--- src/rtl/core/hse_pkg.sv ---
package hse_pkg;

    // One element offered to the block.
    typedef struct packed {
        logic signed [31:0] value;
        logic               last;
    } t_in_item;

    // One sorted element delivered by the block.
    typedef struct packed {
        logic signed [31:0] sorted_value;
        logic               end_of_set;
        logic               dropped;
    } t_result;

    typedef enum logic [3:0] {
        S_IDLE,
        S_BUILD_INIT,
        S_BUILD_NEXT,
        S_HELD_LD,
        S_CHILD_RD,
        S_CHILD_CMP,
        S_EXTRACT_NEXT,
        S_SWAP_WR,
        S_EMIT
    } t_state;

    // Datapath operations issued by the controller.
    typedef enum logic [3:0] {
        OP_NONE,
        OP_BUILD_INIT,
        OP_BUILD_STEP,
        OP_HELD_LD,
        OP_CHILD_RD,
        OP_CHILD_CMP,
        OP_EXTRACT_INIT,
        OP_SWAP_RD,
        OP_SWAP_WR,
        OP_EMIT_INIT,
        OP_EMIT
    } t_dp_op;

    typedef struct packed {
        logic   store;
        t_dp_op op;
    } t_dp_cmd;

    typedef struct packed {
        logic k_zero;
        logic k_gt1;
        logic leaf;
        logic stop;
        logic emit_last;
    } t_dp_status;

endpackage

--- src/rtl/core/hse_ram.sv ---
module hse_ram #(
    parameter int WIDTH = 32,
    parameter int DEPTH = 64
) (
    input  logic                     i_clk,
    input  logic                     i_we,
    input  logic [$clog2(DEPTH)-1:0] i_waddr,
    input  logic [WIDTH-1:0]         i_wdata,
    input  logic [$clog2(DEPTH)-1:0] i_raddr_a,
    input  logic [$clog2(DEPTH)-1:0] i_raddr_b,
    output logic [WIDTH-1:0]         o_rdata_a,
    output logic [WIDTH-1:0]         o_rdata_b
);

    logic [WIDTH-1:0] r_mem [DEPTH];

    always_ff @(posedge i_clk) begin
        if (i_we) begin
            r_mem[i_waddr] <= i_wdata;
        end
        o_rdata_a <= r_mem[i_raddr_a];
        o_rdata_b <= r_mem[i_raddr_b];
    end

endmodule

--- src/rtl/core/hse_datapath.sv ---
module hse_datapath #(
    parameter int CAPACITY = 64
) (
    input  logic                i_clk,
    input  logic                i_rst_n,
    input  hse_pkg::t_in_item   i_item,
    input  hse_pkg::t_dp_cmd    i_cmd,
    output hse_pkg::t_dp_status o_status,
    output logic                o_result_valid,
    output hse_pkg::t_result    o_result
);
    import hse_pkg::*;

    localparam int AW = $clog2(CAPACITY);
    localparam int CW = $clog2(CAPACITY + 1);
    localparam int XW = AW + 2;

    logic [CW-1:0]      r_count, n_count;
    logic               r_overflow, n_overflow;
    logic [CW-1:0]      r_k, n_k;
    logic [CW-1:0]      r_size, n_size;
    logic [AW-1:0]      r_pos, n_pos;
    logic signed [31:0] r_held, n_held;
    logic               r_rd_vld, n_rd_vld;
    logic               r_rd_end, n_rd_end;
    logic               r_rd_drop, n_rd_drop;
    logic               r_out_valid;
    t_result            r_out;

    logic               w_we;
    logic [AW-1:0]      w_waddr;
    logic [31:0]        w_wdata;
    logic [AW-1:0]      w_raddr_a;
    logic [AW-1:0]      w_raddr_b;
    logic [31:0]        w_q_a;
    logic [31:0]        w_q_b;
    logic signed [31:0] w_rd_a;
    logic signed [31:0] w_rd_b;

    logic [XW-1:0]      w_child;
    logic [XW-1:0]      w_child1;
    logic [XW-1:0]      w_size_x;
    logic               w_leaf;
    logic               w_has_right;
    logic               w_pick_b;
    logic signed [31:0] w_big;
    logic [AW-1:0]      w_big_idx;
    logic               w_stop;
    logic [CW-1:0]      w_k_m1;
    logic               w_has_room;
    logic               w_emit_last;

    hse_ram #(
        .WIDTH (32),
        .DEPTH (CAPACITY)
    ) u_store (
        .i_clk     (i_clk),
        .i_we      (w_we),
        .i_waddr   (w_waddr),
        .i_wdata   (w_wdata),
        .i_raddr_a (w_raddr_a),
        .i_raddr_b (w_raddr_b),
        .o_rdata_a (w_q_a),
        .o_rdata_b (w_q_b)
    );

    assign w_rd_a      = $signed(w_q_a);
    assign w_rd_b      = $signed(w_q_b);
    assign w_child     = XW'({r_pos, 1'b1});
    assign w_child1    = w_child + XW'(1);
    assign w_size_x    = XW'(r_size);
    assign w_leaf      = (w_child >= w_size_x);
    assign w_has_right = (w_child1 < w_size_x);
    // On equal children the left one wins.
    assign w_pick_b    = w_has_right && (w_rd_b > w_rd_a);
    assign w_big       = w_pick_b ? w_rd_b : w_rd_a;
    assign w_big_idx   = w_pick_b ? w_child1[AW-1:0] : w_child[AW-1:0];
    // A child equal to the held element ends the sift.
    assign w_stop      = !(w_big > r_held);
    assign w_k_m1      = r_k - CW'(1);
    assign w_has_room  = (r_count < CW'(CAPACITY));
    assign w_emit_last = ((r_k + CW'(1)) == r_count);

    assign o_status.k_zero    = (r_k == '0);
    assign o_status.k_gt1     = (r_k > CW'(1));
    assign o_status.leaf      = w_leaf;
    assign o_status.stop      = w_stop;
    assign o_status.emit_last = w_emit_last;

    always_comb begin
        w_raddr_a = '0;
        w_raddr_b = '0;
        case (i_cmd.op)
            OP_BUILD_STEP: w_raddr_a = w_k_m1[AW-1:0];
            OP_CHILD_RD: begin
                w_raddr_a = w_child[AW-1:0];
                w_raddr_b = w_child1[AW-1:0];
            end
            OP_SWAP_RD:    w_raddr_b = w_k_m1[AW-1:0];
            OP_EMIT:       w_raddr_a = r_k[AW-1:0];
            default:       w_raddr_a = '0;
        endcase
    end

    always_comb begin
        w_we    = 1'b0;
        w_waddr = r_pos;
        w_wdata = r_held;
        if (i_cmd.store && w_has_room) begin
            w_we    = 1'b1;
            w_waddr = r_count[AW-1:0];
            w_wdata = i_item.value;
        end else begin
            case (i_cmd.op)
                OP_CHILD_RD: w_we = w_leaf;
                OP_CHILD_CMP: begin
                    w_we    = 1'b1;
                    w_wdata = w_stop ? r_held : w_big;
                end
                OP_SWAP_WR: begin
                    w_we    = 1'b1;
                    w_waddr = w_k_m1[AW-1:0];
                    w_wdata = w_rd_a;
                end
                default: w_we = 1'b0;
            endcase
        end
    end

    always_comb begin
        n_count    = r_count;
        n_overflow = r_overflow;
        n_k        = r_k;
        n_size     = r_size;
        n_pos      = r_pos;
        n_held     = r_held;
        n_rd_vld   = 1'b0;
        n_rd_end   = r_rd_end;
        n_rd_drop  = r_rd_drop;
        if (i_cmd.store) begin
            if (w_has_room) begin
                n_count = r_count + CW'(1);
            end else begin
                n_overflow = 1'b1;
            end
        end
        case (i_cmd.op)
            OP_BUILD_INIT: begin
                n_k    = r_count >> 1;
                n_size = r_count;
            end
            OP_BUILD_STEP: begin
                n_pos = w_k_m1[AW-1:0];
                n_k   = w_k_m1;
            end
            OP_HELD_LD:      n_held = w_rd_a;
            OP_CHILD_CMP: begin
                if (!w_stop) begin
                    n_pos = w_big_idx;
                end
            end
            OP_EXTRACT_INIT: n_k = r_count;
            OP_SWAP_WR: begin
                n_held = w_rd_b;
                n_pos  = '0;
                n_size = w_k_m1;
                n_k    = w_k_m1;
            end
            OP_EMIT_INIT:    n_k = '0;
            OP_EMIT: begin
                n_rd_vld  = 1'b1;
                n_rd_end  = w_emit_last;
                n_rd_drop = r_overflow;
                n_k       = r_k + CW'(1);
                if (w_emit_last) begin
                    n_count    = '0;
                    n_overflow = 1'b0;
                end
            end
            default: n_k = r_k;
        endcase
    end

    always_ff @(posedge i_clk) begin
        if (!i_rst_n) begin
            r_count     <= '0;
            r_overflow  <= 1'b0;
            r_rd_vld    <= 1'b0;
            r_out_valid <= 1'b0;
        end else begin
            r_count     <= n_count;
            r_overflow  <= n_overflow;
            r_rd_vld    <= n_rd_vld;
            r_out_valid <= r_rd_vld;
        end
        r_k                <= n_k;
        r_size             <= n_size;
        r_pos              <= n_pos;
        r_held             <= n_held;
        r_rd_end           <= n_rd_end;
        r_rd_drop          <= n_rd_drop;
        r_out.sorted_value <= w_rd_a;
        r_out.end_of_set   <= r_rd_end;
        r_out.dropped      <= r_rd_drop;
    end

    assign o_result_valid = r_out_valid;
    assign o_result       = r_out;

endmodule

--- src/rtl/core/hse_ctrl.sv ---
module hse_ctrl (
    input  logic                i_clk,
    input  logic                i_rst_n,
    input  logic                i_start,
    input  logic                i_last,
    input  hse_pkg::t_dp_status i_status,
    output logic                o_busy,
    output hse_pkg::t_dp_cmd    o_cmd
);
    import hse_pkg::*;

    t_state r_state, n_state;
    logic   r_extract, n_extract;
    t_state w_sift_ret;

    // After a sift the sequencer returns to the phase it came from.
    assign w_sift_ret = r_extract ? S_EXTRACT_NEXT : S_BUILD_NEXT;
    assign o_busy     = (r_state != S_IDLE);

    always_ff @(posedge i_clk) begin
        if (!i_rst_n) begin
            r_state   <= S_IDLE;
            r_extract <= 1'b0;
        end else begin
            r_state   <= n_state;
            r_extract <= n_extract;
        end
    end

    always_comb begin
        n_state      = r_state;
        n_extract    = r_extract;
        o_cmd.store  = 1'b0;
        o_cmd.op     = OP_NONE;
        case (r_state)
            S_IDLE: begin
                if (i_start) begin
                    o_cmd.store = 1'b1;
                    if (i_last) begin
                        n_state = S_BUILD_INIT;
                    end
                end
            end
            S_BUILD_INIT: begin
                o_cmd.op  = OP_BUILD_INIT;
                n_extract = 1'b0;
                n_state   = S_BUILD_NEXT;
            end
            S_BUILD_NEXT: begin
                if (i_status.k_zero) begin
                    o_cmd.op  = OP_EXTRACT_INIT;
                    n_extract = 1'b1;
                    n_state   = S_EXTRACT_NEXT;
                end else begin
                    o_cmd.op = OP_BUILD_STEP;
                    n_state  = S_HELD_LD;
                end
            end
            S_HELD_LD: begin
                o_cmd.op = OP_HELD_LD;
                n_state  = S_CHILD_RD;
            end
            S_CHILD_RD: begin
                o_cmd.op = OP_CHILD_RD;
                n_state  = i_status.leaf ? w_sift_ret : S_CHILD_CMP;
            end
            S_CHILD_CMP: begin
                o_cmd.op = OP_CHILD_CMP;
                n_state  = i_status.stop ? w_sift_ret : S_CHILD_RD;
            end
            S_EXTRACT_NEXT: begin
                if (i_status.k_gt1) begin
                    o_cmd.op = OP_SWAP_RD;
                    n_state  = S_SWAP_WR;
                end else begin
                    o_cmd.op = OP_EMIT_INIT;
                    n_state  = S_EMIT;
                end
            end
            S_SWAP_WR: begin
                o_cmd.op = OP_SWAP_WR;
                n_state  = S_CHILD_RD;
            end
            S_EMIT: begin
                o_cmd.op = OP_EMIT;
                if (i_status.emit_last) begin
                    n_state = S_IDLE;
                end
            end
            default: n_state = S_IDLE;
        endcase
    end

endmodule

--- src/rtl/core/heap_sort_engine.sv ---
// Heapsort engine for sets of signed 32-bit elements.
// Input channel: an element transfer happens at a rising edge with start high
// and busy low; i_item carries the value and a last flag. Elements are written
// into an internal store, one per cycle while busy stays low. Elements that
// arrive once CAPACITY elements are held are discarded and remembered.
// The transfer marked last raises busy and starts the sort: a max-heap build
// followed by repeated root extraction, all through a two-read, one-write
// store. Each sift level is a child read followed by a compare and write.
// Result channel: o_result_valid strobes for exactly one cycle per sorted
// element, in ascending order, on consecutive cycles. end_of_set marks the
// final one, and dropped is set on every result of a set that lost elements.
// Each result passes the store's read register and then the output register.
// Busy falls as the last read is issued; the two trailing results still drain
// while the next set may start loading. The receiver cannot stall, so no
// result is ever held back. A synchronous active-low reset empties the set,
// clears the overflow mark and aborts any sort or emission in progress.
module heap_sort_engine #(
    parameter int CAPACITY = 64
) (
    input  logic              i_clk,
    input  logic              i_rst_n,
    input  logic              start,
    input  hse_pkg::t_in_item i_item,
    output logic              busy,
    output logic              o_result_valid,
    output hse_pkg::t_result  o_result
);
    import hse_pkg::*;

    t_dp_cmd    w_cmd;
    t_dp_status w_status;

    // The controller sequences the heap phases; of the datapath it only sees status flags.
    hse_ctrl u_ctrl (
        .i_clk    (i_clk),
        .i_rst_n  (i_rst_n),
        .i_start  (start),
        .i_last   (i_item.last),
        .i_status (w_status),
        .o_busy   (busy),
        .o_cmd    (w_cmd)
    );

    // The datapath owns the element store, the index registers and the
    // output register.
    hse_datapath #(
        .CAPACITY (CAPACITY)
    ) u_datapath (
        .i_clk          (i_clk),
        .i_rst_n        (i_rst_n),
        .i_item         (i_item),
        .i_cmd          (w_cmd),
        .o_status       (w_status),
        .o_result_valid (o_result_valid),
        .o_result       (o_result)
    );

    // A transfer marked last always starts a sort.
    a_last_starts_sort: assert property (@(posedge i_clk) disable iff (!i_rst_n)
        (start && !busy && i_item.last) |=> busy)
        else $error("last transfer did not start a sort");

    // Results of one set are emitted on consecutive cycles.
    a_emit_contiguous: assert property (@(posedge i_clk) disable iff (!i_rst_n)
        (o_result_valid && !o_result.end_of_set) |=> o_result_valid)
        else $error("gap inside a result set");

    // The final result of a set is not followed at once by another result.
    a_end_isolated: assert property (@(posedge i_clk) disable iff (!i_rst_n)
        (o_result_valid && o_result.end_of_set) |=> !o_result_valid)
        else $error("result right after end of set");

    // The dropped flag is the same on every result of a set.
    a_dropped_stable: assert property (@(posedge i_clk) disable iff (!i_rst_n)
        (o_result_valid && !o_result.end_of_set) |=>
            (o_result.dropped == $past(o_result.dropped)))
        else $error("dropped flag changed within a set");

    // Results appear in ascending order within a set.
    a_ascending: assert property (@(posedge i_clk) disable iff (!i_rst_n)
        (o_result_valid && !o_result.end_of_set) |=>
            (o_result.sorted_value >= $past(o_result.sorted_value)))
        else $error("results out of order");

endmodule

--- config.mk ---
export PLATFORM = sky130hd
export DESIGN_NAME = heap_sort_engine
export DESIGN_NICKNAME = d
export VERILOG_FILES = /design/src/rtl/core/hse_pkg.sv /design/src/rtl/core/hse_ram.sv /design/src/rtl/core/hse_datapath.sv /design/src/rtl/core/hse_ctrl.sv /design/src/rtl/core/heap_sort_engine.sv
export SDC_FILE = /design/constraint.sdc
export NUM_CORES = 2
export LEC_CHECK = 0
export BUFFER_PORTS_ARGS = -buffer_cell sky130_fd_sc_hd__buf_2
export CORE_ASPECT_RATIO = 0.6
export CORE_MARGIN = 4
export CORE_UTILIZATION = 40
export DETAILED_ROUTE_END_ITERATION = 7
export PLACE_DENSITY = 0.64
export SLEW_MARGIN = 20
export SYNTH_ARGS = -nofsm -noshare
export SYNTH_HDL_FRONTEND = slang
export SYNTH_HIERARCHICAL = 1
export SYNTH_SLANG_ARGS = --single-unit
--- constraint.sdc ---
create_clock -name i_clk -period 8.9 [get_ports i_clk]
set_input_delay 2.225 -clock i_clk [delete_from_list [all_inputs] [get_ports i_clk]]
set_output_delay 2.225 -clock i_clk [all_outputs]
set_load 0.005 [all_outputs]
== Word level (Yosys, flattened, before mapping) ==
Memories as Yosys holds them, arrays and structs flattened. A register that Yosys moved wholly into a read port is not among the register bits.
Cells that the tools add are included.

* Add/sub/neg operators: 4
* $lt $le $gt $ge: 6
* Equality and inequality tests: 24
* Mux-type cells: 43
* Reduce and logical (&&, ||, !) cells: 16

{| class="wikitable"
|+ Operators with widths
! operator !! count
|-
| $pmux 32 s2 || 2
|-
| $mux 32 || 3
|-
| $gt 32x32->1 || 2
|-
| $pmux 4 s8 || 2
|-
| $pmux 6 s3 || 2
|-
| $pmux 7 s5 || 1
|-
| $eq 4x3->1 const B || 8
|-
| $mux 4 || 7
|-
| $mux 7 || 4
|-
| $mux 6 || 4
|-
| $eq 4x2->1 const B || 4
|-
| $eq 4x4->1 const B || 4
|-
| $add 7x1->7 const B || 2
|-
| $pmux 7 s2 || 1
|-
| $pmux 6 s2 || 1
|-
| $mux 1 || 11
|-
| $mux 3 || 3
|-
| $add 7x1->8 const B || 1
|-
| $eq 4x1->1 const B || 2
|-
| $lt 8x7->1 || 1
|-
| $eq 7x7->1 || 1
|-
| $ge 7x7->1 || 1
|-
| $gt 7x1->1 const B || 1
|-
| $logic_not 7->1 || 1
|-
| 14 further kinds || 24
|}

* Register bits after elaboration: 103
* RAM bits: 2048
* Input port bits: 36
* Output and inout port bits: 36
* Word-level logic and storage cells: 109
* Memories: 1

{| class="wikitable"
|+ Memories
! memory !! words !! width !! rd ports !! clocked after memory_dff !! write ports !! RTL line !! text
|-
| u_datapath.u_store.r_mem || 64 || 32 || 2 || 2 || 1 || hse_ram.sv:15 || <nowiki>logic [WIDTH-1:0] r_mem [DEPTH];</nowiki>
|}

== Depth between registers and ports, before layout ==
* Word-level depth: 9
* Gate-level depth with buffers: 26
* Depth with buffers taken out: 23

== Hierarchy ==
Netlist, hierarchy kept.

{| class="wikitable"
|+ Modules (own cells, without submodules)
! module !! times used !! cells an instance !! area an instance (sq um) !! sequential area each (sq um)
|-
| hse_ram || 1 || 4412 || 95660.5 || 62780.2
|-
| hse_datapath || 1 || 863 || 7432.1 || 2502.4
|-
| hse_ctrl || 1 || 54 || 412.9 || 100.1
|}

== Worst setup path after synthesis ==
OpenSTA, ideal clock, no wires.

* Path kind: register -> register
* Start point: register u_datapath.r_pos[4]
* End point: memory u_datapath.u_store.r_mem[0][11], data pin
* Library setup time: 567 ps
* Arrival: 6206 ps
* Required time: 8333 ps
* Setup slack: 2128 ps
* Stages on the path, launching flop included: 25
* Buffers on the path: 3
* Clock period less this slack: 6772 ps
* Cells stage by stage: edfxtp_1 -> clkbuf_1 -> nand2_1 -> nor2_1 -> xor2_1 -> ha_1 -> a21oi_1 -> o21ai_0 -> a21oi_1 -> o21a_1 -> nand2_1 -> mux2i_4 -> buf_12 -> mux2i_1 -> inv_1 -> ha_1 -> nor2b_1 -> o211ai_2 -> a21oi_1 -> o311a_1 -> a211oi_2 -> mux2i_1 -> nand3_1 -> clkbuf_1 -> o221ai_1

* Longest elaborated chain between the ends: 8

{| class="wikitable"
|+ Ends and longest elaborated chain
! what !! RTL line !! text
|-
| from (decl) || hse_datapath.sv:22 || <nowiki>logic [AW-1:0] r_pos, n_pos;</nowiki>
|-
| from (signal assigned) || hse_datapath.sv:198 || <nowiki>r_pos <= n_pos;</nowiki>
|-
| $add 7x1->8 (*) || hse_datapath.sv:70 || <nowiki>assign w_child1 = w_child + XW'(1);</nowiki>
|-
| $lt 8x7->1 (*) || hse_datapath.sv:73 || <nowiki>assign w_has_right = (w_child1 < w_size_x);</nowiki>
|-
| $logic_and 1x1->1 (*) || hse_datapath.sv:75 || <nowiki>assign w_pick_b = w_has_right && (w_rd_b > w_rd_a);</nowiki>
|-
| $mux 32 (*) || hse_datapath.sv:76 || <nowiki>assign w_big = w_pick_b ? w_rd_b : w_rd_a;</nowiki>
|-
| $gt 32x32->1 || hse_datapath.sv:79 || <nowiki>assign w_stop = !(w_big > r_held);</nowiki>
|-
| $mux 32 (*) || hse_datapath.sv:118 || <nowiki>w_wdata = w_stop ? r_held : w_big;</nowiki>
|-
| $pmux 32 s2 (*) || hse_datapath.sv:114 || <nowiki>case (i_cmd.op)</nowiki>
|-
| $mux 32 (*) || hse_datapath.sv:109 || <nowiki>if (i_cmd.store && w_has_room) begin</nowiki>
|-
| named net u_datapath.w_wdata[11] || hse_datapath.sv:32 || <nowiki>logic [31:0] w_wdata;</nowiki>
|-
| to (decl) || hse_ram.sv:15 ||
|}

Mark *: on every way through the listed nets, which the timed path passes. The rest lies on a longest branch.

== Worst setup path in the final report ==
* Start point: register u_datapath.u_store.o_rdata_a[31] (read register of u_datapath.u_store.r_mem)
* End point: memory u_datapath.u_store.r_mem[2][27], data pin

* Longest elaborated chain between the ends: 7

{| class="wikitable"
|+ Ends and longest elaborated chain
! what !! RTL line !! text
|-
| from (decl) || hse_ram.sv:11 || <nowiki>output logic [WIDTH-1:0] o_rdata_a,</nowiki>
|-
| $gt 32x32->1 || hse_datapath.sv:75 ||
|-
| $logic_and 1x1->1 || hse_datapath.sv:75 ||
|-
| $mux 32 (*) || hse_datapath.sv:76 ||
|-
| $gt 32x32->1 || hse_datapath.sv:79 ||
|-
| $mux 32 (*) || hse_datapath.sv:118 ||
|-
| $pmux 32 s2 (*) || hse_datapath.sv:114 ||
|-
| $mux 32 (*) || hse_datapath.sv:109 ||
|-
| named net u_datapath.w_wdata[27] || hse_datapath.sv:32 ||
|}

Marks and branches as above.

==> flow_summary.ini <==
[logic_synthesis]
synth_edf_count = 2102
syn_inst = 5329
synth_top_cell_area_share_pct = 61.0
ys.flop_type = edfxtp_1
synth_top_area_cell = edfxtp_1
synth_warnings = 6
synth.distinct_cells = 75
yosysSeqAreaShare_pct = 63.2
synth.avg_cell_area_um2 = 19.4
yosys-top-cells-area = edfxtp_1, mux4_2, mux2i_1
async_flop_share_pct = 0
syn-num-nets = 5447
synthesis.area_mm2 = 0.104
synth-seq-cells = 2215

[run]
maxCapViolations = 0

[critical_path]
reg2regPathDepth = 22
max_stage_delay_ns = 0.62
path_class = reg -> reg
reg2reg_to = u_datapath/u_store/r_mem[2][27]$_DFFE_PP_
crit_family = buffers and inverters
cp.depth = 22
end_kind = flip-flop
arrival_ns = 8.40
crit_top_cell = buf_4
required_ns = 9.44
crit_buf_inv = 6
startpoint_type = flip-flop
r2r_start = u_datapath/u_store/o_rdata_a[31]$_DFF_P_
cp_cell_sequence = inv_1 > ha_1 > nand4_4 > nor2_1 > a221o_1 > a211oi_2 > and3_4 > mux2i_4 > buf_4 > mux2i_1 > inv_1 > ha_1 > nand4_1 > nor3_1 > o311a_1 > a211oi_2 > mux2i_1 > nand3_4 > buf_4 > buf_4 > o221ai_4 > buf_4
path_max_fanout = 64
rrSetupSlack_ns = 1.04
crit_slowest_cell = mux2i_4

[timing]
fin_skew_ns = 0.0551
setup_viol = 0
fin_crit_ns = 7.86
rsz0062_at_grt = no
worstMarginPinSlew_ns = 1.20
slew_headroom_pct = 19.6
tns_ns = 0
report.final.hold_viol_count = 0
drv_slew = 0
fmax_ghz = 0.127
fin_crit_sh_pct = 88.3

[grt]
grt_overflow = 0
track_usage_pct = 25.1
grt_pass1_wl_mm = 473
grt_antenna_before_repair = 21
grt_max_degree = 106
grt_pass1_vias = 58696

[floorplanning]
chipWidth_um = 665
die_y_um = 402
row_count = 144
start_util_pct = 40.3
die_area_mm2 = 0.267
coreArea_mm2 = 0.257
io_pins = 72

[clock_network]
cts_buffers = 199
clk_path_buf_depth = 4
cts_setup_buffers = 0
clock_latency_ns = 0.87
cts_tree = yes
htree_levels = 4
clk_pin_slew_worst_paths_ns = 0.07
post_cts_resized = 0
cts.sinks = 2215
root_buffer = clkbuf_16
holdBufCountCts = 0

[route]
drtAntennaViolNets = 0
routed_wl_mm = 342
firstDrtPassIters = 6
drc = 0
vias_per_cell = 6.78
vias = 61308
wl_per_cell_um = 37.8
drt-initial-drc-count = 10467

[worst_hold_path]
hold_depth = 0
hp-start = u_datapath/u_store/o_rdata_a[18]$_DFF_P_
hold_end = u_datapath/o_result[20]$_DFF_P_
hp-class = reg -> reg

[placement]
gp_congestion = 0.934
place_hpwl_mm = 204
port_buffers = 71

[layout]
drive_gt1_share_pct = 33.8
fin_nets = 5567
syn_to_final_growth_pct = 12.3
fin_util_pct = 45.2

[status]
status = complete, no violations

[power_and_ir_drop]
vdd_drop_max_mv = 0.192
pwr_density_cell_mw_per_mm2 = 230
power_leakage_nw = 34.5
==> worst max-delay path by stage <==
stage               slack [ns]                                         end                                startpoint
detailed placement        1.31  u_datapath/u_store/r_mem[28][27]$_DFFE_PP_  u_datapath/u_store/o_rdata_a[31]$_DFF_P_
floorplan                 2.13   u_datapath/u_store/r_mem[0][11]$_DFFE_PP_             u_datapath/r_pos[4]$_DFFE_PP_
finish                    1.04   u_datapath/u_store/r_mem[2][27]$_DFFE_PP_  u_datapath/u_store/o_rdata_a[31]$_DFF_P_
CTS                       1.27   u_datapath/u_store/r_mem[0][27]$_DFFE_PP_  u_datapath/u_store/o_rdata_a[31]$_DFF_P_
global placement          1.39  u_datapath/u_store/r_mem[24][27]$_DFFE_PP_  u_datapath/u_store/o_rdata_a[31]$_DFF_P_
global route              0.84   u_datapath/u_store/r_mem[0][27]$_DFFE_PP_             u_datapath/r_pos[0]$_DFFE_PP_
==> metal layers <==
layer  part of all wire [%]  wire, um  track usage (%)  up-vias
met5                  0.033       113                0        -
met3                     16     54300             9.97      626
met2                     41    141000             33.8     4960
met1                     40    136000             37.3    32672
li1                       -         -                -    23034
met4                    3.3     11400             7.29       16
==> report_power, final <==
| part | switching [mW] | internal (mW) | total [mW] |
|---|---|---|---|
| Clock | 3.91 | 4.76 | 8.67 |
| Sequential | 0.260 | 12.2 | 12.5 |
| Combinational | 3.65 | 1.96 | 5.61 |
==> worst reg2reg max path: cells and delay by family, from the launching register on <==
family	cells	cell delay [ns]
DFF	1	0.36
adders and majority gates	2	0.83
AOI/OAI and AO/OA	5	1.44
and+or+nand+nor	6	1.43
buffers and inverters	6	1.98
muxes	3	1.51
==> cells by family after synthesis <==
family / after synthesis / share of synthesized area (%)
xor+xnor: 31 / 0.262
mux: 1400 / 27.2
fa+ha+maj: 82 / 0.991
compound gates: 586 / 3.77
flops: 2215 / 63.2
buf+inv: 520 / 2.39
simple gates: 495 / 2.23
==> cells in the final DEF (no fill, tap or decap), drive strengths merged, types with 21 or more instances in the layout <==
master,synthesis,layout
a22oi,121,121
nand3,31,31
o211ai,32,32
nand4,22,22
mux2i,240,240
o22ai,62,62
dfxtp,113,113
nand2,177,177
clkinv,1,77
mux2,36,36
nor2,155,155
o21ai,122,122
o221ai,49,49
mux4,1124,1124
clkbuf,173,255
ha,82,82
buf,229,321
a21oi,102,102
a211oi,21,21
nor2b,26,26
edfxtp,2102,2102
inv,117,117
==> per-stage QoR <==
| step | instances | area, um^2 | setup slack (ns) | total power [mW] | hold WS, ns |
|---|---|---|---|---|---|
| 5_1_grt | 9036 | 116000 | 0.838 | 27.6 | 0.352 |
| 6_report | 9041 | 116000 | 1.04 | 26.8 | 0.359 |
| 3_3_place_gp | 8674 | 110000 | 1.39 | 18.1 | 0.325 |
| 2_1_floorplan | 5329 | 104000 | 2.13 | 16.0 | 0.323 |
| 3_5_place_dp | 8678 | 110000 | 1.31 | 18.2 | 0.345 |
| 4_1_cts | 9035 | 116000 | 1.27 | 26.7 | 0.346 |
==> sequential cells by signal (all words and copies together), names as in the netlist, 4 cells and up <==
name	cells
u_datapath/u_store/r_mem	2048
u_datapath/o_result	34
u_datapath/r_held	32
u_datapath/u_store/o_rdata_a	32
u_datapath/u_store/o_rdata_b	32
u_datapath/r_count	7
u_datapath/r_k	7
u_datapath/r_size	7
u_datapath/r_pos	6
u_ctrl/r_state	4
==> cell type report <==
type                       count  area (um^2)
fill                       21329       141000
sequential                  2215        65400
multi-input combinational   2594        36900
clock buffer                 255         5360
tap                         3431         4290
timing repair buffer         321         2930
clock inverter               102          926
inverter                     118          443
antenna                        5         12.5
==> synth_stat cells, types with 11 or more instances <==
cell	number
edfxtp_1	2102
mux4_2	1124
mux2i_1	239
nand2_1	177
clkbuf_1	173
nor2_1	155
buf_2	125
a22oi_1	121
inv_1	114
dfxtp_1	113
a21oi_1	102
ha_1	82
o21ai_0	82
o22ai_1	62
buf_4	60
o221ai_1	49
o21ai_1	40
mux2_2	36
nand3_1	31
o211ai_1	31
buf_1	29
nor2b_1	26
a211oi_1	19
nand4_1	19
nand2b_1	18
nor3_1	16
xnor2_1	16
a221oi_1	15
xor2_1	15
buf_6	12
a21o_1	11
Note: power is estimated with default switching activity, not from simulation.
